--- config.mk ---
export PLATFORM = sky130hd
export DESIGN_NAME = kvl_front
export DESIGN_NICKNAME = d
export VERILOG_FILES = /design/src/hdl/kvl_pkg.sv /design/src/hdl/kvl_front.sv
export SDC_FILE = /design/constraint.sdc
export NUM_CORES = 1
export LEC_CHECK = 0
export BUFFER_PORTS_ARGS = -buffer_cell sky130_fd_sc_hd__buf_4
export CAP_MARGIN = 20
export CORE_ASPECT_RATIO = 0.8
export CORE_MARGIN = 5
export CORE_UTILIZATION = 58
export CTS_BUF_LIST = sky130_fd_sc_hd__clkbuf_4 sky130_fd_sc_hd__clkbuf_8
export CTS_CLUSTER_SIZE = 24
export DETAILED_ROUTE_END_ITERATION = 6
export PLACE_DENSITY = 0.9
export SYNTH_ARGS = -nofsm -noshare
export SYNTH_HDL_FRONTEND = slang
export SYNTH_SLANG_ARGS = --single-unit
--- constraint.sdc ---
create_clock -name i_clk -period 15.4 [get_ports i_clk]
set_clock_uncertainty 0.1 [all_clocks]
set_input_delay 2.31 -clock i_clk [delete_from_list [all_inputs] [get_ports i_clk]]
set_output_delay 2.31 -clock i_clk [all_outputs]
set_load 0.02 [all_outputs]
--- src/hdl/kvl_pkg.sv ---
// package for the keyframe vec3 lerp sampler
// holds item, key and configuration types, register indexes and helpers
// no dependencies
package kvl_pkg;

    localparam int TIME_SHIFT = 10;
    localparam int FRAC_BITS  = 16;
    localparam int CFG_IDX_W  = 3;
    localparam int DEN_W      = 16 + TIME_SHIFT;
    localparam int REM_W      = DEN_W + 1;

    localparam logic [CFG_IDX_W-1:0] CFG_KEY_COUNT = 3'd0;
    localparam logic [CFG_IDX_W-1:0] CFG_X_SCALE   = 3'd1;
    localparam logic [CFG_IDX_W-1:0] CFG_X_BASE    = 3'd2;
    localparam logic [CFG_IDX_W-1:0] CFG_Y_SCALE   = 3'd3;
    localparam logic [CFG_IDX_W-1:0] CFG_Y_BASE    = 3'd4;
    localparam logic [CFG_IDX_W-1:0] CFG_Z_SCALE   = 3'd5;
    localparam logic [CFG_IDX_W-1:0] CFG_Z_BASE    = 3'd6;

    localparam logic REQ_WRITE  = 1'b0;
    localparam logic REQ_SAMPLE = 1'b1;

    typedef struct packed {
        logic [8:0]         key_count;
        logic signed [31:0] x_scale;
        logic signed [31:0] x_base;
        logic signed [31:0] y_scale;
        logic signed [31:0] y_base;
        logic signed [31:0] z_scale;
        logic signed [31:0] z_base;
    } t_cfg;

    typedef struct packed {
        logic               is_sample;
        logic [7:0]         key_index;
        logic [15:0]        key_time;
        logic signed [15:0] key_x;
        logic signed [15:0] key_y;
        logic signed [15:0] key_z;
        logic signed [31:0] sample_time;
    } t_item;

    typedef struct packed {
        logic [15:0]        time_c;
        logic signed [15:0] x;
        logic signed [15:0] y;
        logic signed [15:0] z;
    } t_key;

    // saturate a 49-bit signed sum to the 32-bit range
    function automatic logic signed [31:0] sat32(input logic signed [48:0] v);
        logic signed [48:0] hi;
        logic signed [48:0] lo;
        hi = 49'sd2147483647;
        lo = -49'sd2147483648;
        if (v > hi) begin
            sat32 = 32'sh7fffffff;
        end else if (v < lo) begin
            sat32 = 32'sh80000000;
        end else begin
            sat32 = v[31:0];
        end
    endfunction

endpackage

--- src/hdl/kvl_front.sv ---
// front end: accepts request transactions, classifies them, queues two deep
// depends on kvl_pkg
module kvl_front (
    input  logic               i_clk,
    input  logic               i_rst_n,
    input  logic               i_valid,
    output logic               o_ready,
    input  logic               i_req_type,
    input  logic [7:0]         i_key_index,
    input  logic [15:0]        i_key_time,
    input  logic signed [15:0] i_key_x,
    input  logic signed [15:0] i_key_y,
    input  logic signed [15:0] i_key_z,
    input  logic signed [31:0] i_sample_time,
    output logic               o_q_valid,
    output kvl_pkg::t_item     o_q_item,
    input  logic               i_q_pop
);
    kvl_pkg::t_item r_slot [2];
    logic           r_wp;
    logic           r_rp;
    logic [1:0]     r_cnt;
    logic           push;
    logic           pop;
    kvl_pkg::t_item n_item;

    assign o_ready   = (r_cnt != 2'd2);
    assign o_q_valid = (r_cnt != 2'd0);
    assign o_q_item  = r_slot[r_rp];
    assign push      = i_valid && o_ready;
    assign pop       = i_q_pop && o_q_valid;

    always_comb begin
        n_item.is_sample   = (i_req_type == kvl_pkg::REQ_SAMPLE);
        n_item.key_index   = i_key_index;
        n_item.key_time    = i_key_time;
        n_item.key_x       = i_key_x;
        n_item.key_y       = i_key_y;
        n_item.key_z       = i_key_z;
        n_item.sample_time = i_sample_time;
    end

    always_ff @(posedge i_clk) begin
        if (push) begin
            r_slot[r_wp] <= n_item;
        end
        if (!i_rst_n) begin
            r_wp  <= 1'b0;
            r_rp  <= 1'b0;
            r_cnt <= 2'd0;
        end else begin
            if (push) r_wp <= ~r_wp;
            if (pop)  r_rp <= ~r_rp;
            r_cnt <= r_cnt + {1'b0, push} - {1'b0, pop};
        end
    end
endmodule

* Yosys cells after proc, flatten, opt, wreduce, memory -nomap -nowiden
Memory sizes are Yosys's and may differ from the RTL's. A register that Yosys moved wholly into a read port is not among the register bits.
Cells that the tools add are included.
** Word-level totals
- Memories :: 1
- Output and inout bits :: 107
- Memory bits (writable) :: 210
- Bits in registers :: 4
** Memory list
- r_slot :: words 2, width 105, read ports 1, clocked after Yosys merged registers in 1, write ports 1, RTL line kvl_front.sv:19 : kvl_pkg::t_item r_slot [2];
** Operators by class
- Eq/ne operators :: 1
- Reduce and logical (&&, ||, !) cells :: 3
- Bitwise gates (word level) :: 2
- Muxes and demuxes :: 4
- Add/subtract/negate cells :: 2
** Operator list (number)
- two-way mux 1 bit :: 4
- adder 2 x 1 -> 2 bit :: 1
- logical AND 1 bit :: 2
- != test 2 bit (second input constant) :: 1
- NOT 1 bit :: 2
- nonzero test 2 bit :: 1
- subtractor 2 x 1 -> 2 bit :: 1

* Depth between registers and ports, before layout
- Word-level depth :: 4
- Mapped depth :: 8
- Gate-level depth less buffers :: 8

* Worst setup path after synthesis
Ideal clock, no wire load.
- Path type :: input to register
- Start :: in i_valid
- End :: mem r_slot[0][0] (netlist bit), enable pin
- Arrival time :: 6.780 ns
- Path buffers :: 0
- Path slack :: 7.950 ns
- Cell stages on the path :: 2
- Cells stage by stage :: nand2_1 > nor2_1
** Between the ends
- Word-level cells in the longest chain between the ends :: 3
** RTL lines
- start: declaration :: RTL line kvl_front.sv:6 : input logic i_valid,
- logical AND 1 bit :: RTL line kvl_front.sv:30 : assign push = i_valid && o_ready;
- two-way mux 1 bit :: RTL line kvl_front.sv:44 : if (push) begin
- two-way mux 1 bit (not written as such) :: RTL line kvl_front.sv:45 : r_slot[r_wp] <= n_item;
- end: declaration :: RTL line kvl_front.sv:19
No other way between the ends.

==> impl_results.md <==
* Status: complete, no violations
* PD cells at 165 nW/um^2
* Starting Density at 59.3%
* Pin count of the biggest net entering global routing at 61
* Compound-gate portion of the synthesized area at 0.0931%
* IO Count at 216
* Xor/xnor share of the synthesized area at 0.326%
* Area of the multi-input gates at 1510 sq um
* Root Driver: clkbuf_8
* Die Wd at 142 um
* Total track usage at 19.2%
* Leak at 4.00 nW
* Max-capacitance violation count at 0
* Unrepaired setup endpoints after global routing: false
* Mapped Cells at 351
* CTS resizes at 0
* Maximum vdd drop at 0.000115 V
* First-pass GRT wire length at 24,000 um
* GRT overflow at 0
* Final Hold Viols at 0
* DRT Pass-1 Iters at 4
* First DRT Iteration DRCs at 174
* Setup TNS at 0 ps
* Post-CTS Setup Bufs at 0
* N_diodes at 0
* RD Place Congestion at 0.779
* Unique masters post-synth at 20
* Vias in the first global route at 4,491
* Register Area at 6410 sq um
* Syn avg cell area at 23.0 sq um
* Arrival @ worst endpoint at 2830 ps
* Routed length per instance at 20.3 um
* Full die area at 16,400 sq um
* Reg2reg setup slack at 12,910 ps
* Final net count at 702
* Placed Area at 9800 sq um
* Slew Limit Fails at 0
* DRC at 0
* Largest family of logic cells by synthesized area: multiplexers
* Mux share of post-synthesis cell area at 17.1%
* CTS clk-pin slew, worst paths at 60 ps
* Final antenna-violating net count at 0
* Rel. slew slack at 31.7%
* Fmax at 191 MHz
* Met2 Usage GRT at 33.1%
* Post-synthesis simple-gate area fraction at 0.761%
* Crit path kind: flop to primary output
* Drt total wl at 16,100 um
* Area Growth Syn to Fin at 29.1%
* Core area at 13,600 sq um
* # rows at 38
* Mapped Area at 8060 sq um
* H-tree lvl count at 1
* Fin crit period at 5240 ps
* Layout cells sized above 1 at 60.9%
* Register area share after synthesis at 79.5%
* Clock tree from TritonCTS: done
* CTS buffer count at 31
* CTS Sinks at 215
* Max FO, Critical Path at 60
* DR vias at 4,134
* Fin crit share at 34.0%
* Antenna violations before repair at 0
* Met3 Use GR at 5.53%
* Finished layout cell area at 10,400 sq um
* Final setup fails at 0
* Layer with the highest usage: met2
* Hold_buf cts at 0
* Hpwl dp at 11,200 um
* CP Capture Type: primary output
* Worst min path class: flop to flop
* Fillers at 783
* Mapped Nets at 462
* Slew @ Worst Pin at 1020 ps
* Critical Path RT at 12,990 ps
* Chip Height at 115 um
* Clk_lat worst skew at 520 ps
* Seq cells post-synth at 215
* Worst setup SP type: flop
* PortBufs at 215
* Drt via density at 5.21
* Grt met1 use at 24.1%
* Synth warnings at 0
* Max Root-Sink Buffers at 3
* Adder-Cell Fraction of Synth Area at 0.310%
==> layer usage <==
| metal | wire length (um) | share of wire (%) |
|---|---|---|
| met2 | 7980 | 49 |
| met1 | 6490 | 40 |
| met4 | 318 | 2.0 |
| met5 | 0 | 0 |
| met3 | 1350 | 8.3 |
==> layout by cell type, fill, tap and decap left out <==
master and n:
buf_4 219, edfxtp_1 210, mux2_2 55, mux2_4 50
clkbuf_8 31, clkinv_1 10, clkbuf_4 8, clkinv_2 5
dfxtp_1 4, xnor2_1 3, nand2b_1 2, nand2_1 2
nor2b_1 2, and2_1 2, ha_1 2, bufinv_16 2
o21a_1 1, or2_2 1, inv_1 1, and3_4 1
nor2_4 1, mux2i_1 1, dfxtp_4 1
==> synth_stat cells <==
master	n	share of area, %
edfxtp_1	210	78
mux2_2	55	7.7
mux2_4	50	9.3
buf_12	5	1.2
buf_2	5	0.31
dfxtp_1	5	1.2
xnor2_1	3	0.33
and2_1	2	0.16
ha_1	2	0.31
nand2_1	2	0.093
nand2b_1	2	0.16
nor2b_1	2	0.16
and3_1	1	0.078
buf_6	1	0.14
buf_8	1	0.19
inv_1	1	0.047
mux2i_1	1	0.12
nor2_1	1	0.047
o21a_1	1	0.093
or2_2	1	0.078
==> final timing paths <==
kind,from,end,cells after the start
setup / recovery,flop,o_q_item[27],3
hold / removal,r_wp$_SDFFE_PN0N_,r_wp$_SDFFE_PN0N_,2
setup reg to reg,r_cnt[0]$_SDFF_PN0_,r_slot[1][18]$_DFFE_PP_,3
hold reg to reg,r_wp$_SDFFE_PN0N_,r_wp$_SDFFE_PN0N_,2
==> worst max-delay path: stages, from the launching register on <==
cell and delay, ps:
dfxtp_4 780, buf_4 890, mux2_2 430, buf_4 160
==> state kept, by name, summed over array words and instances (netlist names), named ones only <==
signal and flops:
r_slot 210, r_cnt 2, r_rp 1, r_wp 1
==> per-stage QoR <==
step	total power (W)	hold slack, ps	util (%)	worst slack (ps)	instances
2_1_floorplan	0.00112	355	-	7950	351
3_3_place_gp	0.00128	409	72.0	10750	738
3_5_place_dp	0.00130	435	72.0	10680	738
4_1_cts	0.00173	450	76.5	10120	794
5_1_grt	0.00179	491	76.5	10010	794
6_report	0.00172	443	76.5	10160	794
==> power breakdown <==
group | total, W | internal [W] | switching, W
registers | 0.000774 | 0.000736 | 0.0000377
clock network | 0.000437 | 0.000240 | 0.000197
logic | 0.000506 | 0.000245 | 0.000261
==> final cells by class <==
type	instances	area share [%]
Sequential cell	215	61.6
Timing Repair Buffer	219	15.8
Multi-Input combinational cell	123	14.5
Clock buffer	39	4.68
Tap cell	180	2.16
Clock inverter	17	1.18
Inverter	1	0.0361
==> cells by family after synthesis <==
kind of cell / after synthesis
DFF: 215
muxes: 106
buffers and inverters: 13
and+or+nand+nor: 11
xor gates and xnor gates: 3
adders and majority gates: 2
AOI/OAI and AO/OA: 1
No activity file was read; power rests on OpenSTA's default activity.
